==> src/rtl/assert_macros.svh <==
// assertion macros shared by the scheduler rtl
`ifndef ASSERT_MACROS_SVH
`define ASSERT_MACROS_SVH
`ifndef ASSERT_OFF
// condition holds at every clock edge outside reset
`define ASSERT_ALWAYS(lbl, clk, rst, cond) \
   lbl: assert property (@(posedge clk) disable iff (rst) (cond)) \
      else $error("assertion violated");
// antecedent implies consequent in the same cycle
`define ASSERT_IMPLIES(lbl, clk, rst, ante, cons) \
   lbl: assert property (@(posedge clk) disable iff (rst) (ante) |-> (cons)) \
      else $error("assertion violated");
// antecedent implies consequent in the next cycle
`define ASSERT_NEXT(lbl, clk, rst, ante, cons) \
   lbl: assert property (@(posedge clk) disable iff (rst) (ante) |=> (cons)) \
      else $error("assertion violated");
`else
`define ASSERT_ALWAYS(lbl, clk, rst, cond)
`define ASSERT_IMPLIES(lbl, clk, rst, ante, cons)
`define ASSERT_NEXT(lbl, clk, rst, ante, cons)
`endif
`endif

==> src/rtl/ppjs_pkg.sv <==
// shared types and constants of the periodic job scheduler
`timescale 1ns / 1ps
package ppjs_pkg;

   localparam int JOB_SLOTS_DEF   = 16;
   localparam int PERIOD_BITS_DEF = 16;

   // operation codes
   localparam logic [2:0] OP_TICK       = 3'd0;
   localparam logic [2:0] OP_ADD        = 3'd1;
   localparam logic [2:0] OP_DELETE     = 3'd2;
   localparam logic [2:0] OP_SET_TIMING = 3'd3;
   localparam logic [2:0] OP_SET_RUNS   = 3'd4;

   // status codes
   localparam logic [1:0] STATUS_OK        = 2'd0;
   localparam logic [1:0] STATUS_EMPTY     = 2'd1;
   localparam logic [1:0] STATUS_NOT_FOUND = 2'd2;
   localparam logic [1:0] STATUS_USED      = 2'd3;

   localparam logic [15:0] RUNS_FOREVER = 16'hFFFF;
   localparam logic [7:0]  NO_PRIORITY  = 8'd255;

   typedef enum logic [1:0] {
      S_IDLE,
      S_UPDATE,
      S_SELECT,
      S_EMIT
   } sched_state_type;

   typedef struct packed {
      logic valid;
      logic ready;
      logic issue;
   } slot_flags_type;

   typedef struct packed {
      logic ready;
      logic issue;
      logic take;
   } slot_verdict_type;

endpackage

==> src/rtl/ppjs_if.sv <==
// request and response channel interfaces of the scheduler
`timescale 1ns / 1ps
interface ppjs_req_if;
   logic               valid;
   logic               ready;
   logic [2:0]         operation;
   logic [3:0]         job_slot;
   logic [6:0]         job_priority;
   logic [15:0]        job_period;
   logic signed [15:0] run_count;

   modport source (output valid, operation, job_slot, job_priority, job_period, run_count,
                   input ready);
   modport sink (input valid, operation, job_slot, job_priority, job_period, run_count,
                 output ready);
endinterface

interface ppjs_rsp_if;
   logic       valid;
   logic       ready;
   logic [1:0] status;
   logic [3:0] issued_slot;
   logic       ran;
   logic       last;

   modport source (output valid, status, issued_slot, ran, last, input ready);
   modport sink (input valid, status, issued_slot, ran, last, output ready);
endinterface

==> src/rtl/ppjs_ram.sv <==
// simple dual-port slot memory with registered read data
`timescale 1ns / 1ps
module ppjs_ram #(
   parameter int DEPTH = 16,
   parameter int WIDTH = 16,
   localparam int ADDR_BITS = (DEPTH > 1) ? $clog2(DEPTH) : 1
) (
   input  logic                 clock,
   input  logic                 wr_en,
   input  logic [ADDR_BITS-1:0] wr_addr,
   input  logic [WIDTH-1:0]     wr_data,
   input  logic [ADDR_BITS-1:0] rd_addr,
   output logic [WIDTH-1:0]     rd_data
);

   logic [WIDTH-1:0] mem_ff [DEPTH];
   logic [WIDTH-1:0] rd_data_ff;

   always_ff @(posedge clock) begin
      if (wr_en) begin
         mem_ff[wr_addr] <= wr_data;
      end
      rd_data_ff <= mem_ff[rd_addr];
   end

   assign rd_data = rd_data_ff;

endmodule

==> src/rtl/ppjs_slot_unit.sv <==
// shared per-slot unit: countdown update, issue decision and priority compare
`timescale 1ns / 1ps
module ppjs_slot_unit import ppjs_pkg::*; #(
   parameter int PERIOD_BITS = PERIOD_BITS_DEF
) (
   input  slot_flags_type          flags,
   input  logic [6:0]              prio,
   input  logic [PERIOD_BITS-1:0]  period,
   input  logic [PERIOD_BITS-1:0]  countdown,
   input  logic [15:0]             runs,
   input  logic [7:0]              best,
   output slot_verdict_type        verdict,
   output logic [PERIOD_BITS-1:0]  countdown_new,
   output logic [15:0]             runs_new
);

   logic                   rdy;
   logic                   iss;
   logic [PERIOD_BITS-1:0] cd;
   logic [15:0]            rn;

   always_comb begin
      rdy = flags.ready;
      iss = 1'b0;
      rn  = runs;
      // running countdowns tick down, never below zero
      cd = (flags.ready && countdown != '0) ? countdown - PERIOD_BITS'(1) : countdown;
      // newly eligible job arms with a full period
      if (flags.valid && runs != '0 && !flags.ready) begin
         rdy = 1'b1;
         cd  = period;
      end
      if (rdy && cd == '0) begin
         if (runs == '0) begin
            rdy = 1'b0;
         end else begin
            iss = 1'b1;
            cd  = period;
            // negative count runs forever
            if (!runs[15]) begin
               rn = runs - 16'd1;
               if (rn == '0) begin
                  rdy = 1'b0;
               end
            end
         end
      end
      verdict.ready = rdy;
      verdict.issue = iss;
      verdict.take  = flags.issue && ({1'b0, prio} < best);
      countdown_new = cd;
      runs_new      = rn;
   end

endmodule

==> src/rtl/periodic_priority_job_scheduler.sv <==
// top level of the periodic fixed-priority job scheduler
// usage:
//  - req_chan carries one operation per transaction: tick, add, delete, set period and
//    priority, or set run count, addressed by slot number
//  - rsp_chan returns one transaction per issued job on a tick, else one status
//    transaction; last marks the final transaction of each request
//  - slot fields live in four small memories read one slot per cycle by a single
//    shared update/compare unit under a four-state sequencer
// request sequence:
//  - add, delete, set, empty tick: result held in the pending registers on acceptance,
//    then moved to the output register once that register is free
//  - tick: one update sweep over all slots, then one selection sweep over all slots and
//    one emit step per issued job (a single sweep and emit when nothing is due); the
//    memory read port and the shared unit set the length of each sweep
//  - req_chan.ready is high only while the sequencer is idle
// reset clears all valid, ready and issue bits at once; the slot memories need
// no clearing since a slot's data is used only after add has written it
// a stalled receiver holds the output register; the sequencer waits in its emit
// state, and the next request can be taken while the final result still waits
`include "assert_macros.svh"
`timescale 1ns / 1ps
module periodic_priority_job_scheduler import ppjs_pkg::*; #(
   parameter int JOB_SLOTS   = JOB_SLOTS_DEF,
   parameter int PERIOD_BITS = PERIOD_BITS_DEF
) (
   input logic        clock,
   input logic        reset,
   ppjs_req_if.sink   req_chan,
   ppjs_rsp_if.source rsp_chan
);

   localparam int SLOT_BITS = (JOB_SLOTS > 1) ? $clog2(JOB_SLOTS) : 1;
   localparam int CNT_BITS  = $clog2(JOB_SLOTS + 1);
   localparam logic [CNT_BITS-1:0] SCAN_END = CNT_BITS'(JOB_SLOTS);

   // sequencer and per-slot flags
   sched_state_type        state_ff, state_in;
   logic [JOB_SLOTS-1:0]   valid_ff, valid_in;
   logic [JOB_SLOTS-1:0]   ready_ff, ready_in;
   logic [JOB_SLOTS-1:0]   issue_ff, issue_in;
   logic [CNT_BITS-1:0]    scan_ff, scan_in;
   logic                   data_valid_ff, data_valid_in;
   logic [SLOT_BITS-1:0]   data_idx_ff, data_idx_in;
   logic [7:0]             best_ff, best_in;
   logic [SLOT_BITS-1:0]   pick_ff, pick_in;

   // pending result and output register
   logic [1:0] pend_status_ff, pend_status_in;
   logic [3:0] pend_slot_ff, pend_slot_in;
   logic       pend_ran_ff, pend_ran_in;
   logic       pend_last_ff, pend_last_in;
   logic       rsp_valid_ff, rsp_valid_in;
   logic [1:0] rsp_status_ff, rsp_status_in;
   logic [3:0] rsp_slot_ff, rsp_slot_in;
   logic       rsp_ran_ff, rsp_ran_in;
   logic       rsp_last_ff, rsp_last_in;

   // memory ports
   logic [SLOT_BITS-1:0]   ram_rd_addr, ram_wr_addr;
   logic                   prio_we, period_we, runs_we, cd_we;
   logic [6:0]             prio_wd, prio_rd;
   logic [PERIOD_BITS-1:0] period_wd, period_rd;
   logic [15:0]            runs_wd, runs_rd;
   logic [PERIOD_BITS-1:0] cd_wd, cd_rd;

   // shared unit
   slot_flags_type         unit_flags;
   slot_verdict_type       verdict;
   logic [PERIOD_BITS-1:0] cd_new;
   logic [15:0]            runs_new;

   // request decode
   logic [SLOT_BITS-1:0]   slot_addr;
   logic                   in_range, slot_used, table_empty;
   logic [15:0]            runs_norm;
   logic [PERIOD_BITS-1:0] period_norm;
   logic                   read_go, pass_done, rsp_free;
   logic [JOB_SLOTS-1:0]   pick_mask, issue_left;

   assign slot_addr   = SLOT_BITS'(req_chan.job_slot);
   assign in_range    = 8'(req_chan.job_slot) < 8'(JOB_SLOTS);
   assign slot_used   = in_range && valid_ff[slot_addr];
   assign table_empty = ~|valid_ff;
   // any negative count means run forever
   assign runs_norm   = req_chan.run_count[15] ? RUNS_FOREVER : req_chan.run_count;
   assign period_norm = PERIOD_BITS'(req_chan.job_period);

   // one slot read per cycle during a sweep, data back in the following cycle
   assign read_go     = (state_ff == S_UPDATE || state_ff == S_SELECT) && (scan_ff < SCAN_END);
   assign ram_rd_addr = scan_ff[SLOT_BITS-1:0];
   assign pass_done   = (scan_ff == SCAN_END) && !data_valid_ff;
   assign pick_mask   = JOB_SLOTS'(1) << pick_ff;
   assign issue_left  = issue_ff & ~pick_mask;
   assign rsp_free    = !rsp_valid_ff || rsp_chan.ready;

   assign unit_flags.valid = valid_ff[data_idx_ff];
   assign unit_flags.ready = ready_ff[data_idx_ff];
   assign unit_flags.issue = issue_ff[data_idx_ff];

   ppjs_ram #(.DEPTH(JOB_SLOTS), .WIDTH(7)) u_prio_ram (
      .clock(clock), .wr_en(prio_we), .wr_addr(ram_wr_addr), .wr_data(prio_wd),
      .rd_addr(ram_rd_addr), .rd_data(prio_rd)
   );

   ppjs_ram #(.DEPTH(JOB_SLOTS), .WIDTH(PERIOD_BITS)) u_period_ram (
      .clock(clock), .wr_en(period_we), .wr_addr(ram_wr_addr), .wr_data(period_wd),
      .rd_addr(ram_rd_addr), .rd_data(period_rd)
   );

   ppjs_ram #(.DEPTH(JOB_SLOTS), .WIDTH(16)) u_runs_ram (
      .clock(clock), .wr_en(runs_we), .wr_addr(ram_wr_addr), .wr_data(runs_wd),
      .rd_addr(ram_rd_addr), .rd_data(runs_rd)
   );

   ppjs_ram #(.DEPTH(JOB_SLOTS), .WIDTH(PERIOD_BITS)) u_cd_ram (
      .clock(clock), .wr_en(cd_we), .wr_addr(ram_wr_addr), .wr_data(cd_wd),
      .rd_addr(ram_rd_addr), .rd_data(cd_rd)
   );

   ppjs_slot_unit #(.PERIOD_BITS(PERIOD_BITS)) u_unit (
      .flags(unit_flags),
      .prio(prio_rd),
      .period(period_rd),
      .countdown(cd_rd),
      .runs(runs_rd),
      .best(best_ff),
      .verdict(verdict),
      .countdown_new(cd_new),
      .runs_new(runs_new)
   );

   assign req_chan.ready       = (state_ff == S_IDLE);
   assign rsp_chan.valid       = rsp_valid_ff;
   assign rsp_chan.status      = rsp_status_ff;
   assign rsp_chan.issued_slot = rsp_slot_ff;
   assign rsp_chan.ran         = rsp_ran_ff;
   assign rsp_chan.last        = rsp_last_ff;

   // next state and datapath control
   always_comb begin
      state_in       = state_ff;
      valid_in       = valid_ff;
      ready_in       = ready_ff;
      issue_in       = issue_ff;
      best_in        = best_ff;
      pick_in        = pick_ff;
      data_valid_in  = read_go;
      data_idx_in    = ram_rd_addr;
      scan_in        = read_go ? scan_ff + CNT_BITS'(1) : scan_ff;
      pend_status_in = pend_status_ff;
      pend_slot_in   = pend_slot_ff;
      pend_ran_in    = pend_ran_ff;
      pend_last_in   = pend_last_ff;
      rsp_valid_in   = rsp_valid_ff && !rsp_chan.ready;
      rsp_status_in  = rsp_status_ff;
      rsp_slot_in    = rsp_slot_ff;
      rsp_ran_in     = rsp_ran_ff;
      rsp_last_in    = rsp_last_ff;
      ram_wr_addr    = slot_addr;
      prio_we        = 1'b0;
      period_we      = 1'b0;
      runs_we        = 1'b0;
      cd_we          = 1'b0;
      prio_wd        = req_chan.job_priority;
      period_wd      = period_norm;
      runs_wd        = runs_norm;
      cd_wd          = '0;

      case (state_ff)
         S_IDLE: begin
            if (req_chan.valid) begin
               pend_status_in = STATUS_OK;
               pend_slot_in   = 4'd0;
               pend_ran_in    = 1'b0;
               pend_last_in   = 1'b1;
               state_in       = S_EMIT;
               case (req_chan.operation)
                  OP_TICK: begin
                     if (table_empty) begin
                        pend_status_in = STATUS_EMPTY;
                     end else begin
                        state_in = S_UPDATE;
                        scan_in  = '0;
                     end
                  end
                  OP_ADD: begin
                     if (!in_range) begin
                        pend_status_in = STATUS_NOT_FOUND;
                     end else if (slot_used) begin
                        pend_status_in = STATUS_USED;
                     end else begin
                        prio_we              = 1'b1;
                        period_we            = 1'b1;
                        runs_we              = 1'b1;
                        cd_we                = 1'b1;
                        valid_in[slot_addr]  = 1'b1;
                        ready_in[slot_addr]  = 1'b0;
                     end
                  end
                  OP_DELETE: begin
                     if (!slot_used) begin
                        pend_status_in = STATUS_NOT_FOUND;
                     end else begin
                        valid_in[slot_addr] = 1'b0;
                        ready_in[slot_addr] = 1'b0;
                     end
                  end
                  OP_SET_TIMING, OP_SET_RUNS: begin
                     if (table_empty) begin
                        pend_status_in = STATUS_EMPTY;
                     end else if (!slot_used) begin
                        pend_status_in = STATUS_NOT_FOUND;
                     end else if (req_chan.operation == OP_SET_TIMING) begin
                        prio_we   = 1'b1;
                        period_we = 1'b1;
                     end else begin
                        runs_we = 1'b1;
                     end
                  end
                  default: begin
                     // unused codes answer ok and change nothing
                  end
               endcase
            end
         end
         S_UPDATE: begin
            // write back each slot and mark the jobs issued on this tick
            if (data_valid_ff) begin
               ram_wr_addr           = data_idx_ff;
               cd_we                 = 1'b1;
               runs_we               = 1'b1;
               cd_wd                 = cd_new;
               runs_wd               = runs_new;
               ready_in[data_idx_ff] = verdict.ready;
               issue_in[data_idx_ff] = verdict.issue;
            end
            if (pass_done) begin
               state_in = S_SELECT;
               scan_in  = '0;
               best_in  = NO_PRIORITY;
            end
         end
         S_SELECT: begin
            // strict compare keeps the lowest slot among equal priorities
            if (data_valid_ff && verdict.take) begin
               best_in = {1'b0, prio_rd};
               pick_in = data_idx_ff;
            end
            if (pass_done) begin
               state_in       = S_EMIT;
               pend_status_in = STATUS_OK;
               if (best_ff != NO_PRIORITY) begin
                  pend_slot_in = 4'(pick_ff);
                  pend_ran_in  = 1'b1;
                  pend_last_in = (issue_left == '0);
                  issue_in     = issue_left;
               end else begin
                  // nothing due on this tick
                  pend_slot_in = 4'd0;
                  pend_ran_in  = 1'b0;
                  pend_last_in = 1'b1;
               end
            end
         end
         S_EMIT: begin
            if (rsp_free) begin
               rsp_valid_in  = 1'b1;
               rsp_status_in = pend_status_ff;
               rsp_slot_in   = pend_slot_ff;
               rsp_ran_in    = pend_ran_ff;
               rsp_last_in   = pend_last_ff;
               if (pend_last_ff) begin
                  state_in = S_IDLE;
               end else begin
                  state_in = S_SELECT;
                  scan_in  = '0;
                  best_in  = NO_PRIORITY;
               end
            end
         end
         default: begin
            state_in = S_IDLE;
         end
      endcase
   end

   // control registers
   always_ff @(posedge clock) begin
      if (reset) begin
         state_ff      <= S_IDLE;
         valid_ff      <= '0;
         ready_ff      <= '0;
         issue_ff      <= '0;
         scan_ff       <= '0;
         data_valid_ff <= 1'b0;
         best_ff       <= NO_PRIORITY;
         rsp_valid_ff  <= 1'b0;
      end else begin
         state_ff      <= state_in;
         valid_ff      <= valid_in;
         ready_ff      <= ready_in;
         issue_ff      <= issue_in;
         scan_ff       <= scan_in;
         data_valid_ff <= data_valid_in;
         best_ff       <= best_in;
         rsp_valid_ff  <= rsp_valid_in;
      end
   end

   // payload registers
   always_ff @(posedge clock) begin
      data_idx_ff    <= data_idx_in;
      pick_ff        <= pick_in;
      pend_status_ff <= pend_status_in;
      pend_slot_ff   <= pend_slot_in;
      pend_ran_ff    <= pend_ran_in;
      pend_last_ff   <= pend_last_in;
      rsp_status_ff  <= rsp_status_in;
      rsp_slot_ff    <= rsp_slot_in;
      rsp_ran_ff     <= rsp_ran_in;
      rsp_last_ff    <= rsp_last_in;
   end

   // a ready job always belongs to a slot in the table
   `ASSERT_ALWAYS(a_ready_in_table, clock, reset, (ready_ff & ~valid_ff) == '0)
   // no issue marks are left over once the sequencer is idle
   `ASSERT_IMPLIES(a_idle_no_issue, clock, reset, state_ff == S_IDLE, issue_ff == '0)
   // a non-final transaction is never taken while the sequencer sits idle
   `ASSERT_IMPLIES(a_more_pending, clock, reset,
      rsp_chan.valid && rsp_chan.ready && !rsp_chan.last, state_ff != S_IDLE)

endmodule
==> src/flat_wrapper.sv <==
// flat-port wrapper written by rule: the top's interface ports become plain ports
module periodic_priority_job_scheduler_flat import ppjs_pkg::*;
#(
   parameter int JOB_SLOTS   = JOB_SLOTS_DEF,
   parameter int PERIOD_BITS = PERIOD_BITS_DEF
)
  (clock, reset, req_chan_valid, req_chan_operation, req_chan_job_slot, req_chan_job_priority, req_chan_job_period, req_chan_run_count, req_chan_ready, rsp_chan_valid, rsp_chan_status, rsp_chan_issued_slot, rsp_chan_ran, rsp_chan_last, rsp_chan_ready);
  ppjs_req_if req_chan_i ();
  ppjs_rsp_if rsp_chan_i ();
  input logic clock;
  input logic reset;
  input wire logic [$bits(req_chan_i.valid)-1:0] req_chan_valid;
  input wire logic [$bits(req_chan_i.operation)-1:0] req_chan_operation;
  input wire logic [$bits(req_chan_i.job_slot)-1:0] req_chan_job_slot;
  input wire logic [$bits(req_chan_i.job_priority)-1:0] req_chan_job_priority;
  input wire logic [$bits(req_chan_i.job_period)-1:0] req_chan_job_period;
  input wire logic [$bits(req_chan_i.run_count)-1:0] req_chan_run_count;
  output wire logic [$bits(req_chan_i.ready)-1:0] req_chan_ready;
  output wire logic [$bits(rsp_chan_i.valid)-1:0] rsp_chan_valid;
  output wire logic [$bits(rsp_chan_i.status)-1:0] rsp_chan_status;
  output wire logic [$bits(rsp_chan_i.issued_slot)-1:0] rsp_chan_issued_slot;
  output wire logic [$bits(rsp_chan_i.ran)-1:0] rsp_chan_ran;
  output wire logic [$bits(rsp_chan_i.last)-1:0] rsp_chan_last;
  input wire logic [$bits(rsp_chan_i.ready)-1:0] rsp_chan_ready;
  assign req_chan_i.valid = req_chan_valid;
  assign req_chan_i.operation = req_chan_operation;
  assign req_chan_i.job_slot = req_chan_job_slot;
  assign req_chan_i.job_priority = req_chan_job_priority;
  assign req_chan_i.job_period = req_chan_job_period;
  assign req_chan_i.run_count = req_chan_run_count;
  assign req_chan_ready = req_chan_i.ready;
  assign rsp_chan_valid = rsp_chan_i.valid;
  assign rsp_chan_status = rsp_chan_i.status;
  assign rsp_chan_issued_slot = rsp_chan_i.issued_slot;
  assign rsp_chan_ran = rsp_chan_i.ran;
  assign rsp_chan_last = rsp_chan_i.last;
  assign rsp_chan_i.ready = rsp_chan_ready;
  periodic_priority_job_scheduler #(.JOB_SLOTS(JOB_SLOTS), .PERIOD_BITS(PERIOD_BITS)) u_core (.clock(clock), .reset(reset), .req_chan(req_chan_i), .rsp_chan(rsp_chan_i));
endmodule
==> config.mk <==
export PLATFORM = sky130hd
export DESIGN_NAME = periodic_priority_job_scheduler_flat
export DESIGN_NICKNAME = d
export VERILOG_FILES = /design/src/rtl/ppjs_pkg.sv /design/src/rtl/ppjs_if.sv /design/src/rtl/ppjs_ram.sv /design/src/rtl/ppjs_slot_unit.sv /design/src/rtl/periodic_priority_job_scheduler.sv /design/src/flat_wrapper.sv
export VERILOG_INCLUDE_DIRS = /design/src /design/src/rtl
export SDC_FILE = /design/constraint.sdc
export NUM_CORES = 1
export LEC_CHECK = 0
export BUFFER_PORTS_ARGS = -buffer_cell sky130_fd_sc_hd__buf_4
export CORE_UTILIZATION = 55
export CTS_CLUSTER_DIAMETER = 60
export DETAILED_ROUTE_END_ITERATION = 8
export PLACE_DENSITY = 0.79
export SYNTH_ARGS = -nofsm -noshare
export SYNTH_HDL_FRONTEND = slang
export SYNTH_SLANG_ARGS = --single-unit
==> constraint.sdc <==
create_clock -name clock -period 6.8 [get_ports clock]
set_input_delay 0.34 -clock clock [delete_from_list [all_inputs] [get_ports clock]]
set_output_delay 0.34 -clock clock [all_outputs]
set_load 0.005 [all_outputs]
==> run summary <==
Max Transition Viols Final = 0
IO Pins = 60
Worst-Margin Slew = 1.39 ns
CTS Sinks = 1024
clk slew on worst S/H paths = 0.06 ns
placed inst area = 42900 sq um
most frequent cells in the layout = edfxtp_1, mux4_2, dfxtp_1
Hold Startpoint = reset
placed insts = 3167
DR vias = 22.8k
critical path launch point type = register
die area = 75900 sq um
post-DR wirelength/cell = 29.9 um
largest net degree at the start of global routing = 151
final hold vios = 0
GP Congestion = 0.947
worst-case clock buffer depth = 3
commonest non-fill, non-tap cell in the layout = edfxtp_1
pwr/cell area = 330 nW/um^2
critical path endpoint category = register
r2r startpoint = u_core.data_idx_ff[1]
total global-route track usage = 0.272
Leak Pwr = 14.7 nW
Worst Path Class, Setup = reg2reg
clk_skew = 0.0425 ns
FILL cells = 4756
Hold Crit Endpoint = u_core.issue_ff[15]
# nets final = 2404
Netlist cell types = 80
number of global-route vias before repair = 22.9k
H-tree Lvls = 3
first-pass GRT wire length = 149000 um
Placement Setup Slack = 1.09 ns
post-route ant nets = 0
starting density of the core = 0.560
yosys warns = 0
number of flops mapped to enable cells by yosys = 900
Die W = 275 um
total length of routed wires = 101000 um
DR pass1 iterations = 5
DP HPWL = 55500 um
min setup slack post-route = 0.897 ns
RSZ-0062 raised after global routing = no
clk_lat worst skew = 0.68 ns
CTS Hold Bufs = 24
Worst Path Required = 7.11 ns
CTS buffer count = 103
synthesized instance count = 2206
DRT iter0 DRCs = 3071
Post-CTS Setup Repair Bufs = 0
area grow syn2layout = 13.5%
Worst EP arrival = 6.21 ns
antenna violations before repair = 4
Reg2Reg Depth = 10
layout cell share with drive strength beyond 1 = 0.273
Max Cap Viol = 0
final worst path period need = 5.90 ns
Buffers on Ports = 59
Max Clk Rate = 169 MHz
Synth Cell Area = 41100 sq um
sequential fraction of the synthesis area = 0.718
FF-to-FF End = u_core.u_cd_ram.mem_ff[10][8]
drt via density = 6.72
Top FF cell, synth = edfxtp_1
period utilisation layout = 0.868
status = completed
net count after synthesis = 2273
TritonCTS clock tree = done
Max-slew headroom = 0.0676
syn avg cell area = 18.6 sq um
final setup fails = 0
Resized cells post-CTS = 0
Rows = 99
hold crit path type = in2reg
worst reg2reg setup slack = 0.90 ns
Max IR drop VDD = 0.268 mV
root buffer cell = clkbuf_16
Min-Delay Path Depth = 2
synthesis-stage register bit count = 1024
Async SR Flop Fraction = 0
grt total ovfl = 0
Post-Layout Cell Count = 3387
Chip Height = 275 um
final hold slack = 0.127 ns
design area = 46700 sq um
core area = 73500 sq um
Crit Path Max Fanout = 26
DRC errors left = 0
TNS Setup = 0 ns
## final cells by class
type | count | area [sq um] | share of cell area
multi-input cells | 1032 | 11200 | 0.239
clock inverters | 50 | 543 | 0.0116
inverters | 31 | 116 | 0.00249
clock buffers | 144 | 2940 | 0.0630
flip-flops and latches | 1024 | 29500 | 0.633
diodes | 2 | 5.00 | 0.000107
repair buffers | 145 | 1170 | 0.0252
well taps | 959 | 1200 | 0.0257
## worst max-delay path by stage
stage	to	cells after the start	start
6_report	u_core.u_cd_ram.mem_ff[10][8]	10	u_core.data_idx_ff[1]
3_3_place_gp	u_core.u_cd_ram.mem_ff[10][8]	11	u_core.data_idx_ff[1]
3_5_place_dp	u_core.u_cd_ram.mem_ff[8][9]	10	u_core.data_idx_ff[1]
2_1_floorplan	u_core.u_cd_ram.mem_ff[0][6]	12	u_core.data_idx_ff[0]
5_1_grt	u_core.u_cd_ram.mem_ff[13][8]	11	u_core.data_idx_ff[1]
4_1_cts	u_core.u_cd_ram.mem_ff[2][8]	10	u_core.data_idx_ff[0]
## critical path: stages, from the launching register on
cell and delay (ns):
dfxtp_1 1.14, mux2i_1 0.21, a22oi_1 0.26, a31oi_1 0.25
or2_2 0.46, o311ai_0 0.48, or3b_4 0.46, nor3b_2 0.24
and3b_1 0.71, nor2_2 0.38, mux2i_1 0.95
## logic make-up after synthesis
group	count (synthesis)	synth area share
xor gates and xnor gates	19	0.00405
muxes	316	0.165
and+or+nand+nor	428	0.0505
adders and majority gates	17	0.00517
DFF	1024	0.718
buffers and inverters	150	0.0146
AOI/OAI and AO/OA	252	0.0428
## synthesized netlist by cell type (4+ instances only)
cell / number / area, sq um
nor2_1: 143 / 537
or3_1: 4 / 25.0
or2_2: 4 / 25.0
o211a_1: 13 / 130
nand3_1: 27 / 135
o211ai_1: 4 / 30.0
o32ai_1: 6 / 52.6
a211oi_1: 21 / 158
nand4_1: 13 / 81.3
nor2b_1: 11 / 68.8
a21oi_1: 68 / 340
nor4b_1: 4 / 35.0
mux2_2: 4 / 45.0
xnor2_1: 15 / 131
dfxtp_1: 124 / 2480
a31o_2: 12 / 105
mux2i_1: 23 / 230
a21boi_0: 4 / 30.0
o21ai_0: 29 / 145
and3_1: 4 / 25.0
edfxtp_1: 900 / 27000
xor2_1: 4 / 35.0
o221ai_1: 4 / 35.0
a211oi_2: 5 / 62.6
o22ai_1: 13 / 81.3
o31ai_1: 6 / 45.0
o21a_1: 5 / 37.5
clkbuf_1: 92 / 345
nand3b_1: 5 / 37.5
nand2_1: 88 / 330
nor3_1: 61 / 305
buf_2: 4 / 20.0
ha_1: 17 / 213
nand2b_1: 17 / 106
nor4_1: 18 / 113
inv_1: 30 / 113
a31oi_1: 15 / 93.8
buf_1: 17 / 63.8
mux4_2: 286 / 6440
a21o_1: 8 / 60.1
and2_1: 8 / 50.1
## flip-flops by register name (all words and copies together), names as in the netlist, 16 cells and up, named ones only
signal                       flops
u_core.u_runs_ram.mem_ff       256
u_core.issue_ff                 16
u_core.u_cd_ram.rd_data         16
u_core.u_period_ram.rd_data     16
u_core.u_period_ram.mem_ff     256
u_core.u_cd_ram.mem_ff         256
u_core.ready_ff                 16
u_core.u_runs_ram.rd_data       16
u_core.u_prio_ram.mem_ff       112
## where the power goes
group	internal [mW]	leakage, nW	total [mW]	switching [mW]
Combinational	0.983	3.80	2.20	1.22
Sequential	7.17	9.24	7.49	0.319
Clock	3.31	1.69	5.71	2.41
Total	11.5	14.7	15.4	3.95
## layer usage
layer / vias up / GRT usage / share of wire / wire (um)
met1: 11700 / 0.375 / 0.38 / 38800
met4: 2 / 0.0917 / 0.031 / 3120
met2: 1489 / 0.442 / 0.49 / 50100
li1: 9306 / - / - / -
met3: 229 / 0.0504 / 0.092 / 9290
met5: - / 0 / 0.00012 / 12
## per-stage QoR
step | total power, mW | utilization
after CTS | 15.4 | 0.635
after detailed placement | 9.75 | 0.584
after global placement | 9.69 | 0.584
final | 15.4 | 0.635
after global routing | 15.9 | 0.635
after floorplan | 9.06 | -
(Power assumes the default switching activity.)
